### config.mk
export PLATFORM = sky130hd
export DESIGN_NAME = deadlock_victim_preemptor_flat
export DESIGN_NICKNAME = d
export VERILOG_FILES = /design/src/rtl/dvp_pkg.sv /design/src/rtl/dvp_if.sv /design/src/rtl/deadlock_victim_preemptor.sv /design/src/flat_wrapper.sv
export SDC_FILE = /design/constraint.sdc
export NUM_CORES = 2
export LEC_CHECK = 0
export ABC_AREA = 1
export BUFFER_PORTS_ARGS = -buffer_cell sky130_fd_sc_hd__buf_2
export CORE_ASPECT_RATIO = 2
export CORE_UTILIZATION = 61
export DETAILED_ROUTE_END_ITERATION = 16
export PLACE_DENSITY = 0.77
export SLEW_MARGIN = 20
export SYNTH_ARGS = -nofsm -noshare
export SYNTH_HDL_FRONTEND = slang
export SYNTH_SLANG_ARGS = --single-unit
### constraint.sdc
create_clock -name clk -period 13.2 [get_ports clk]
set_input_delay 1.98 -clock clk [delete_from_list [all_inputs] [get_ports clk]]
set_output_delay 1.98 -clock clk [all_outputs]
set_load 0.03 [all_outputs]
### src/rtl/dvp_pkg.sv
// Types and codes of the deadlock victim preemptor.
`default_nettype none
package dvp_pkg;

  typedef enum logic [2:0] {
    OP_DEF_PROC = 3'd0,
    OP_DEF_RES  = 3'd1,
    OP_SET_HELD = 3'd2,
    OP_DROP_HELD = 3'd3,
    OP_SET_WAIT = 3'd4,
    OP_RECOVER  = 3'd5
  } dvp_op_t;

  typedef enum logic [2:0] {
    ST_ACK        = 3'd0,
    ST_PREEMPT    = 3'd1,
    ST_EMPTY      = 3'd2,
    ST_NO_MEMBERS = 3'd3,
    ST_NO_VICTIM  = 3'd4
  } dvp_status_t;

  typedef enum logic [3:0] {
    S_CLEAR,
    S_IDLE,
    S_G_RD,
    S_G_EV,
    S_B_RD,
    S_B_EV,
    S_B_CMP,
    S_C_RD,
    S_C_EV,
    S_FIN,
    S_REPORT
  } dvp_state_t;

  localparam int unsigned FREE_BITS = 16;

endpackage
`default_nettype wire

### src/rtl/dvp_if.sv
// Command and result channel interfaces.
`default_nettype none
interface dvp_cmd_if;
  logic              valid;
  logic              ready;
  logic [2:0]        op;
  logic [3:0]        process_id;
  logic [3:0]        resource_id;
  logic [15:0]       amount;
  logic signed [7:0] priority_value;
  modport source(output valid, op, process_id, resource_id, amount, priority_value,
                 input ready);
  modport sink(input valid, op, process_id, resource_id, amount, priority_value,
               output ready);
endinterface

interface dvp_rsp_if;
  logic       valid;
  logic       ready;
  logic [2:0] status;
  logic [3:0] victim_id;
  logic [3:0] freed_resource;
  logic [7:0] freed_count;
  logic       last;
  modport source(output valid, status, victim_id, freed_resource, freed_count, last,
                 input ready);
  modport sink(input valid, status, victim_id, freed_resource, freed_count, last,
               output ready);
endinterface
`default_nettype wire

### src/rtl/deadlock_victim_preemptor.sv
// Deadlock victim preemptor: tables, recovery sequencer and result register.
//
//   channel  dir  transfer carries
//   cmd      in   op, process_id, resource_id, amount, priority_value
//   rsp      out  status, victim_id, freed_resource, freed_count, last
//
// Set-up ops return one ack transfer.
// Recover: gather walks every resource, a read and an evaluate state per process,
//   twice over present resources that have a waiter; scoring reads the whole row
//   of each present candidate, then compares; preemption walks the victim row.
//   All steps share one read port of the pair tables.
// After rst a clearing pass over every pair zeroes the pair tables; cmd.ready
//   stays low until it is done.
// A stalled rsp holds its result; the walk waits only when a second result
//   is pending behind it.
`default_nettype none
module deadlock_victim_preemptor #(
  parameter int NUM_PROCESSES = 16,
  parameter int NUM_RESOURCES = 16,
  parameter int COUNT_BITS    = 8
) (
  input  wire     clk,
  input  wire     rst,
  dvp_cmd_if.sink cmd,
  dvp_rsp_if.source rsp
);
  import dvp_pkg::*;

  localparam int PAIRS = NUM_PROCESSES * NUM_RESOURCES;
  localparam int PB    = $clog2(NUM_PROCESSES);
  localparam int RB    = (NUM_RESOURCES > 1) ? $clog2(NUM_RESOURCES) : 1;
  localparam int PRW   = (PAIRS > 1) ? $clog2(PAIRS) : 1;
  // cost = entries + counts - priority, signed, with headroom
  localparam int CW    = COUNT_BITS + RB + 10;

  // Tables: presence bits in flops, everything else in memories.
  logic [COUNT_BITS:0]  held_mem [PAIRS];   // {entry, count}
  logic                 wait_mem [PAIRS];
  logic [7:0]           prio_mem [NUM_PROCESSES];
  logic [FREE_BITS-1:0] free_mem [NUM_RESOURCES];

  logic [NUM_PROCESSES-1:0] proc_present;
  logic [NUM_RESOURCES-1:0] res_present;

  // Sequencer registers
  dvp_state_t state, state_next;
  logic [PRW-1:0] clr_idx;
  logic [PB-1:0]  pc;
  logic [RB-1:0]  rc;
  logic           pass;      // 0: waiter scan, 1: holder scan
  logic           waited;
  logic           any_wait;
  logic [NUM_PROCESSES-1:0] cand;
  logic [PB-1:0]  victim;
  logic           found;
  logic signed [CW-1:0] best;
  logic signed [CW-1:0] acc;
  logic           pend_valid;
  logic [RB-1:0]  pend_res;
  logic [COUNT_BITS-1:0] pend_cnt;
  dvp_status_t    rep_status;

  // Result register
  logic        out_valid;
  dvp_status_t out_status;
  logic [3:0]  out_victim;
  logic [3:0]  out_res;
  logic [7:0]  out_cnt;
  logic        out_last;

  // Registered read data
  logic [COUNT_BITS:0]  held_rd;
  logic                 wait_rd;
  logic [7:0]           prio_rd;
  logic [FREE_BITS-1:0] free_rd;

  // Write ports
  logic                 hw_en, ww_en, pw_en, fw_en;
  logic [PRW-1:0]       hw_addr;
  logic [COUNT_BITS:0]  hw_data;
  logic                 ww_data;
  logic [PB-1:0]        pw_addr;
  logic [RB-1:0]        fw_addr;
  logic [FREE_BITS-1:0] fw_data;

  // Result load
  logic        out_load;
  dvp_status_t ld_status;
  logic [3:0]  ld_victim;
  logic [3:0]  ld_res;
  logic [7:0]  ld_cnt;
  logic        ld_last;

  logic           out_free;
  logic           accept;
  logic           pok, rok;
  logic [PRW-1:0] cmd_pair;
  logic [PRW-1:0] pair_ra;
  logic           p_last, r_last, clr_last;
  logic           any_now, waited_now;
  logic           held_entry;
  logic [COUNT_BITS-1:0] held_cnt;
  logic           cand_ok;
  logic           c_go;
  logic signed [CW-1:0] cost;
  logic           better;
  logic [FREE_BITS:0] free_sum;

  assign out_free   = !out_valid || rsp.ready;
  assign cmd.ready  = (state == S_IDLE) && out_free;
  assign accept     = cmd.valid && cmd.ready;
  assign pok        = 32'(cmd.process_id) < NUM_PROCESSES;
  assign rok        = 32'(cmd.resource_id) < NUM_RESOURCES;
  assign cmd_pair   = PRW'(32'(cmd.process_id) * NUM_RESOURCES + 32'(cmd.resource_id));
  assign pair_ra    = PRW'(32'(pc) * NUM_RESOURCES + 32'(rc));
  assign p_last     = 32'(pc) == NUM_PROCESSES - 1;
  assign r_last     = 32'(rc) == NUM_RESOURCES - 1;
  assign clr_last   = 32'(clr_idx) == PAIRS - 1;
  assign held_entry = held_rd[COUNT_BITS];
  assign held_cnt   = held_rd[COUNT_BITS-1:0];
  assign any_now    = any_wait || (!pass && wait_rd);
  assign waited_now = waited || wait_rd;
  assign cand_ok    = cand[pc] && proc_present[pc];
  assign c_go       = !held_entry || !pend_valid || out_free;
  assign cost       = acc - {{(CW-8){prio_rd[7]}}, prio_rd};
  assign better     = !found || (cost < best);
  assign free_sum   = {1'b0, free_rd} + (FREE_BITS+1)'(held_cnt);

  // Next state
  always_comb begin
    state_next = state;
    case (state)
      S_CLEAR: begin
        if (clr_last) state_next = S_IDLE;
      end
      S_IDLE: begin
        if (accept && cmd.op == OP_RECOVER) state_next = S_G_RD;
      end
      S_G_RD: state_next = S_G_EV;
      S_G_EV: begin
        state_next = S_G_RD;
        if (p_last && r_last && (pass || !(waited_now && res_present[rc]))) begin
          state_next = any_now ? S_B_RD : S_REPORT;
        end
      end
      S_B_RD: begin
        if (cand_ok) begin
          state_next = S_B_EV;
        end else if (p_last) begin
          state_next = found ? S_C_RD : S_REPORT;
        end
      end
      S_B_EV: state_next = r_last ? S_B_CMP : S_B_RD;
      S_B_CMP: begin
        if (p_last) state_next = S_C_RD;
        else state_next = S_B_RD;
      end
      S_C_RD: state_next = S_C_EV;
      S_C_EV: begin
        if (c_go) state_next = r_last ? S_FIN : S_C_RD;
      end
      S_FIN: begin
        if (out_free) state_next = S_IDLE;
      end
      S_REPORT: begin
        if (out_free) state_next = S_IDLE;
      end
      default: state_next = S_IDLE;
    endcase
  end

  // Memory writes and result loads
  always_comb begin
    hw_en = 1'b0; hw_addr = pair_ra; hw_data = '0;
    ww_en = 1'b0; ww_data = 1'b0;
    pw_en = 1'b0; pw_addr = PB'(cmd.process_id);
    fw_en = 1'b0; fw_addr = rc; fw_data = '0;
    out_load = 1'b0; ld_status = ST_ACK; ld_victim = '0; ld_res = '0;
    ld_cnt = '0; ld_last = 1'b1;
    case (state)
      S_CLEAR: begin
        hw_en = 1'b1; ww_en = 1'b1; hw_addr = clr_idx;
      end
      S_IDLE: begin
        if (accept) begin
          hw_addr = cmd_pair;
          if (cmd.op != OP_RECOVER) out_load = 1'b1;
          case (cmd.op)
            OP_DEF_PROC: pw_en = pok;
            OP_DEF_RES: begin
              fw_en = rok; fw_addr = RB'(cmd.resource_id); fw_data = cmd.amount;
            end
            OP_SET_HELD: begin
              hw_en = pok && rok; hw_data = {1'b1, cmd.amount[COUNT_BITS-1:0]};
            end
            OP_DROP_HELD: hw_en = pok && rok;
            OP_SET_WAIT: begin
              ww_en = pok && rok; ww_data = cmd.amount[0];
            end
            default: ;
          endcase
        end
      end
      S_C_EV: begin
        if (c_go) begin
          hw_en = 1'b1; ww_en = 1'b1;
          if (held_entry) begin
            fw_en   = res_present[rc];
            fw_data = free_sum[FREE_BITS] ? '1 : free_sum[FREE_BITS-1:0];
            if (pend_valid) begin
              out_load = 1'b1; ld_status = ST_PREEMPT; ld_victim = 4'(victim);
              ld_res = 4'(pend_res); ld_cnt = 8'(pend_cnt); ld_last = 1'b0;
            end
          end
        end
      end
      S_FIN: begin
        if (out_free) begin
          out_load = 1'b1; ld_victim = 4'(victim);
          if (pend_valid) begin
            ld_status = ST_PREEMPT; ld_res = 4'(pend_res); ld_cnt = 8'(pend_cnt);
          end else begin
            ld_status = ST_EMPTY;
          end
        end
      end
      S_REPORT: begin
        if (out_free) begin
          out_load = 1'b1; ld_status = rep_status;
        end
      end
      default: ;
    endcase
  end

  // Memories: one write and one registered read each
  always_ff @(posedge clk) begin
    if (hw_en) held_mem[hw_addr] <= hw_data;
    if (ww_en) wait_mem[hw_addr] <= ww_data;
    if (pw_en) prio_mem[pw_addr] <= cmd.priority_value;
    if (fw_en) free_mem[fw_addr] <= fw_data;
    held_rd <= held_mem[pair_ra];
    wait_rd <= wait_mem[pair_ra];
    prio_rd <= prio_mem[pc];
    free_rd <= free_mem[rc];
  end

  // Control and sequencer registers
  always_ff @(posedge clk) begin
    if (rst) begin
      state        <= S_CLEAR;
      clr_idx      <= '0;
      proc_present <= '0;
      res_present  <= '0;
      out_valid    <= 1'b0;
      pend_valid   <= 1'b0;
    end else begin
      state <= state_next;
      if (out_load) out_valid <= 1'b1;
      else if (rsp.ready) out_valid <= 1'b0;
      case (state)
        S_CLEAR: clr_idx <= clr_idx + 1'b1;
        S_IDLE: begin
          if (accept) begin
            if (cmd.op == OP_DEF_PROC && pok) proc_present[PB'(cmd.process_id)] <= 1'b1;
            if (cmd.op == OP_DEF_RES && rok) res_present[RB'(cmd.resource_id)] <= 1'b1;
            pc <= '0; rc <= '0; pass <= 1'b0; waited <= 1'b0; any_wait <= 1'b0;
            cand <= '0; found <= 1'b0; acc <= '0; pend_valid <= 1'b0;
          end
        end
        S_G_EV: begin
          if (!pass) begin
            if (wait_rd) begin
              cand[pc] <= 1'b1; waited <= 1'b1; any_wait <= 1'b1;
            end
          end else if (proc_present[pc] && held_entry && held_cnt != '0) begin
            cand[pc] <= 1'b1;
          end
          if (p_last) begin
            pc <= '0;
            if (!pass && waited_now && res_present[rc]) begin
              pass <= 1'b1;
            end else begin
              pass <= 1'b0; waited <= 1'b0;
              if (r_last) begin
                rc <= '0;
                rep_status <= ST_NO_MEMBERS;
              end else begin
                rc <= rc + 1'b1;
              end
            end
          end else begin
            pc <= pc + 1'b1;
          end
        end
        S_B_RD: begin
          if (!cand_ok) begin
            if (p_last) begin
              pc <= victim; rep_status <= ST_NO_VICTIM;
            end else begin
              pc <= pc + 1'b1;
            end
          end
        end
        S_B_EV: begin
          if (held_entry) acc <= acc + CW'(held_cnt) + 1'b1;
          rc <= r_last ? '0 : rc + 1'b1;
        end
        S_B_CMP: begin
          acc <= '0;
          if (better) begin
            best <= cost; victim <= pc; found <= 1'b1;
          end
          if (p_last) pc <= better ? pc : victim;
          else pc <= pc + 1'b1;
        end
        S_C_EV: begin
          if (c_go) begin
            if (held_entry) begin
              pend_valid <= 1'b1; pend_res <= rc; pend_cnt <= held_cnt;
            end
            rc <= r_last ? '0 : rc + 1'b1;
          end
        end
        default: ;
      endcase
    end
  end

  // Result payload
  always_ff @(posedge clk) begin
    if (out_load) begin
      out_status <= ld_status;
      out_victim <= ld_victim;
      out_res    <= ld_res;
      out_cnt    <= ld_cnt;
      out_last   <= ld_last;
    end
  end

  assign rsp.valid          = out_valid;
  assign rsp.status         = out_status;
  assign rsp.victim_id      = out_victim;
  assign rsp.freed_resource = out_res;
  assign rsp.freed_count    = out_cnt;
  assign rsp.last           = out_last;

endmodule
`default_nettype wire

### src/flat_wrapper.sv
// flat-port wrapper written by rule: the top's interface ports become plain ports
module deadlock_victim_preemptor_flat import dvp_pkg::*;
#(
  parameter int NUM_PROCESSES = 16,
  parameter int NUM_RESOURCES = 16,
  parameter int COUNT_BITS    = 8
)
  (clk, rst, cmd_valid, cmd_op, cmd_process_id, cmd_resource_id, cmd_amount, cmd_priority_value, cmd_ready, rsp_valid, rsp_status, rsp_victim_id, rsp_freed_resource, rsp_freed_count, rsp_last, rsp_ready);
  dvp_cmd_if cmd_i ();
  dvp_rsp_if rsp_i ();
  input  wire clk;
  input  wire rst;
  input wire logic [$bits(cmd_i.valid)-1:0] cmd_valid;
  input wire logic [$bits(cmd_i.op)-1:0] cmd_op;
  input wire logic [$bits(cmd_i.process_id)-1:0] cmd_process_id;
  input wire logic [$bits(cmd_i.resource_id)-1:0] cmd_resource_id;
  input wire logic [$bits(cmd_i.amount)-1:0] cmd_amount;
  input wire logic [$bits(cmd_i.priority_value)-1:0] cmd_priority_value;
  output wire logic [$bits(cmd_i.ready)-1:0] cmd_ready;
  output wire logic [$bits(rsp_i.valid)-1:0] rsp_valid;
  output wire logic [$bits(rsp_i.status)-1:0] rsp_status;
  output wire logic [$bits(rsp_i.victim_id)-1:0] rsp_victim_id;
  output wire logic [$bits(rsp_i.freed_resource)-1:0] rsp_freed_resource;
  output wire logic [$bits(rsp_i.freed_count)-1:0] rsp_freed_count;
  output wire logic [$bits(rsp_i.last)-1:0] rsp_last;
  input wire logic [$bits(rsp_i.ready)-1:0] rsp_ready;
  assign cmd_i.valid = cmd_valid;
  assign cmd_i.op = cmd_op;
  assign cmd_i.process_id = cmd_process_id;
  assign cmd_i.resource_id = cmd_resource_id;
  assign cmd_i.amount = cmd_amount;
  assign cmd_i.priority_value = cmd_priority_value;
  assign cmd_ready = cmd_i.ready;
  assign rsp_valid = rsp_i.valid;
  assign rsp_status = rsp_i.status;
  assign rsp_victim_id = rsp_i.victim_id;
  assign rsp_freed_resource = rsp_i.freed_resource;
  assign rsp_freed_count = rsp_i.freed_count;
  assign rsp_last = rsp_i.last;
  assign rsp_i.ready = rsp_ready;
  deadlock_victim_preemptor #(.NUM_PROCESSES(NUM_PROCESSES), .NUM_RESOURCES(NUM_RESOURCES), .COUNT_BITS(COUNT_BITS)) u_core (.clk(clk), .rst(rst), .cmd(cmd_i), .rsp(rsp_i));
endmodule
==> summary.md <==
| Metric | Value |
|---|---|
| CTS tree | `done` |
| # setup viols final | `0` |
| Yosys top cell area share | `71.1%` |
| Port bufs | `52` |
| H-tree levels | `4` |
| Setup crit start kind | `flip-flop` |
| Worst Path Required | `13.69 ns` |
| FF-to-FF setup slack | `7.09 ns` |
| Max transition margin | `21.9%` |
| Post-synthesis compound-gate area fraction | `11.2%` |
| Largest stage delay on the critical path | `0.79 ns` |
| Post-synth cell types | `49` |
| Static Leak | `0.0434 µW` |
| Crit path top cell by count | `nand2_1` |
| Final wirelength | `323000 µm` |
| Setup ws final | `7.09 ns` |
| Final antenna-violating net count | `0` |
| Slew Viols, Final | `0` |
| YS warnings | `0` |
| FF+latch count, synth | `2862` |
| I/O pins | `61` |
| Global-route wire length before repair | `473000 µm` |
| Pre-antenna DRT Iters | `6` |
| Seq/Total Area, Yosys | `72.2%` |
| Post-synthesis mux area share | `0%` |
| Tcrit/Tclk final | `46.3%` |
| Final Hold Viols | `0` |
| Post-Syn Area per Cell | `11.8 µm²` |
| Worst skew pair latency | `0.90 ns` |
| DPL Wire Length | `188000 µm` |
| Worst path cell trace | `inv_1 > ha_1 > nand4_1 > nor2_1 > nand4_1 > nand3_1 > nand2_1 > nand2_1 > nand3_1 > nand2_1 > xor2_1 > ha_1 > nand2_1 > inv_1 > nand2_1 > nand2_1 > a21oi_1 > nand4_1 > nand3_1 > nand2_1 > inv_1` |
| Hold buffers post-CTS | `0` |
| Pre-CTS WS | `6.48 ns` |
| Post-synthesis xor/xnor area fraction | `0.193%` |
| DIE HEIGHT | `624 µm` |
| Initial Utilization | `61.4%` |
| Clk_skew | `0.0539 ns` |
| DR iter-0 viols | `10900` |
| Share of cells above drive strength 1 | `6.21%` |
| Area contributors post-synth | `edfxtp_1 (71%), nor2_1 (7.5%), o21ai_0 (5.9%)` |
| Fin Hold WS | `0.459 ns` |
| Post-CTS sizing | `0` |
| Number of synthesized flops with an enable pin | `2798` |
| Post-CTS Setup Inserts | `0` |
| DR vias | `80200` |
| Status | `finished clean` |
| Worst Reg-to-Reg Cells | `21` |
| Max VDD drop | `0.108 mV` |
| Total congestion overflow | `0` |
| Power density cells | `143 nW/µm²` |
| CTS clock-pin slew for the worst setup and hold paths | `0.07 ns` |
| CP Class | `reg2reg` |
| Top FF cell, synth | `edfxtp_1` |
| Number of global-route vias before repair | `78900` |
| Largest family of logic cells by synthesized area | `simple AND/OR/NAND/NOR gates` |
| CTS buffer count | `226` |
| CP delay by family, top | `simple AND/OR/NAND/NOR gates` |
| Stages on worst setup path | `21` |
| Largest net degree at the start of global routing | `213` |
| Count leader, synth | `edfxtp_1` |
| Post-synthesis cell type with the largest combined area | `edfxtp_1` |
| Reg2reg end | `u_core.best[7]` |
| Number of clock sinks | `2862` |
| Simple logic cell fraction of the synthesized area | `12.7%` |
| Core box area | `193000 µm²` |
| Buf/Inv on CP | `3` |
| Crit end category | `flip-flop` |
| Pwr Total | `18300 µW` |
| Post-synthesis adder-cell area fraction | `0.627%` |
| GRT Overall Usage | `32.5%` |
| CP endpoint | `u_core.best[7]` |
| HP Class | `reg2reg` |
| WL per Instance | `25.8 µm` |
| CP startpoint | `u_core.prio_rd[7]` |
| Flip-flop and latch area | `85300 µm²` |
| Deepest clock path buffer count | `4` |
| DRC viols | `0` |
| Setup_tns | `0 ns` |
| Antenna violations before repair | `11` |
| Total Nets Final | `9889` |
| Row count | `228` |
| Max-Cap Viols | `0` |
| Share of synthesized registers carrying an async set or reset | `0%` |
| Max Freq | `164 MHz` |
| Critical Path AT | `6.60 ns` |
| Syn_nets | `10100` |
| Worst-path maximum fanout | `22` |
| Slew at the pin with the worst max-slew slack | `1.17 ns` |
| Unrepaired setup endpoints after global routing | `no` |
| Tmin final | `6.11 ns` |
| Synth top cells by count | `edfxtp_1 (2798), nor2_1 (2355), o21ai_0 (1391)` |
| Multi-input gate area | `29400 µm²` |
| Synth Cell Area | `118000 µm²` |
| Slowest stage cell on the critical path | `inv_1` |
| # fillers | `13200` |
| Layout area overhead | `8.26%` |
| Via density | `6.41` |
| Die W | `313 µm` |
| Root Driver | `clkbuf_16` |
| Die area | `196000 µm²` |
| Syn Inst Count | `10000` |
| RePlAce Congestion | `0.916` |
| R2R Path Start | `u_core.prio_rd[7]` |
-- report_power, final --
group / switching [µW] / leakage, µW / internal (µW) / total (µW)
logic: 1030 / 0.0135 / 279 / 1310
clock network: 3140 / 0.00367 / 3870 / 7010
registers: 33.9 / 0.0263 / 9940 / 9970
-- per-layer routing --
metal / vias to the layer above / wire (µm) / GRT usage, %
li1: 35400 / - / -
met1: 38600 / 101000 / 35.9
met2: 4964 / 163000 / 56.0
met3: 1207 / 29700 / 4.53
met4: 10 / 29400 / 26.4
met5: - / 60 / 0
-- cells by family (layout without fill, tap and decap cells) --
| logic type | Yosys count | in the layout |
|---|---|---|
| compound gates | 2345 | 2345 |
| simple gates | 3817 | 3817 |
| buf+inv | 940 | 863 |
| xor+xnor | 26 | 26 |
| other cells | 0 | 6 |
| fa+ha+maj | 58 | 58 |
| flops | 2862 | 2862 |
-- state kept, by name (all words and copies together) (netlist names), 8 cells and up --
register	flops
u_core.prio_rd	8
u_core.pend_cnt	8
u_core.res_present	16
u_core.cand	16
u_core.held_mem	2304
u_core.prio_mem	128
u_core.wait_mem	256
u_core.acc	22
u_core.best	22
u_core.proc_present	16
u_core.held_rd	9
u_core.rsp.freed_count	8
u_core.clr_idx	8
-- cells in the final DEF, fill, tap and decap left out, drive strengths merged, types with 2 or more instances in the layout --
| cell | synthesis | final |
|---|---|---|
| edfxtp | 2798 | 2798 |
| nor2 | 2391 | 2391 |
| o21ai | 1398 | 1398 |
| nand2 | 1021 | 1021 |
| nand3 | 349 | 349 |
| o211ai | 329 | 329 |
| o22ai | 282 | 282 |
| inv | 272 | 277 |
| clkbuf | 505 | 261 |
| a21oi | 224 | 224 |
| buf | 160 | 181 |
| clkinv | 3 | 89 |
| a22oi | 79 | 79 |
| dfxtp | 64 | 64 |
| ha | 56 | 56 |
| bufinv | 0 | 33 |
| nand4 | 23 | 23 |
| clkinvlp | 0 | 22 |
| xor2 | 18 | 18 |
| nor3 | 15 | 15 |
| xnor2 | 8 | 8 |
| nor4 | 8 | 8 |
| a21boi | 8 | 8 |
| diode | 0 | 6 |
| a31oi | 6 | 6 |
| o21bai | 4 | 4 |
| o21a | 4 | 4 |
| and3 | 4 | 4 |
| a21o | 3 | 3 |
| or2 | 2 | 2 |
| nor3b | 2 | 2 |
| fa | 2 | 2 |
| o221ai | 2 | 2 |
| a211oi | 2 | 2 |
-- metrics by stage --
step / cells / utilization, % / instance area (µm²)
CTS: 12500 / 66.4 / 128000
global placement: 12100 / 62.5 / 120000
finish: 12500 / 66.4 / 128000
floorplan: 10000 / - / 118000
global route: 12500 / 66.4 / 128000
detailed placement: 12100 / 62.5 / 120000
-- worst min path at each step --
stage                                        from                      end  slack (ns)  cells past startpoint
after floorplan                      u_core.rc[2]       u_core.pend_res[2]        0.42                      0
after global placement      u_core.res_present[0]    u_core.res_present[0]        0.43                      2
after detailed placement   u_core.res_present[15]   u_core.res_present[15]        0.45                      2
after CTS                   u_core.res_present[4]    u_core.res_present[4]        0.46                      2
after global routing      u_core.proc_present[13]  u_core.proc_present[13]        0.47                      2
final                       u_core.res_present[4]    u_core.res_present[4]        0.46                      2
-- cell type report --
cell class | instances | area share [%]
Timing Repair Buffer | 181 | 1.09
Multi-Input combinational cell | 6246 | 23.0
Inverter | 275 | 0.836
Antenna cell | 6 | 0.0117
Clock inverter | 146 | 1.27
Sequential cell | 2862 | 66.7
Tap cell | 2530 | 2.47
Clock buffer | 261 | 4.64
-- tightest hold or removal path, delay by kind of cell, from the launching register on --
family / cells / cell delay [ns]
DFF: 1 / 0.32
buffers and inverters: 1 / 0.05
AOI/OAI and AO/OA: 1 / 0.05
Note: power is estimated with default switching activity, not from simulation.
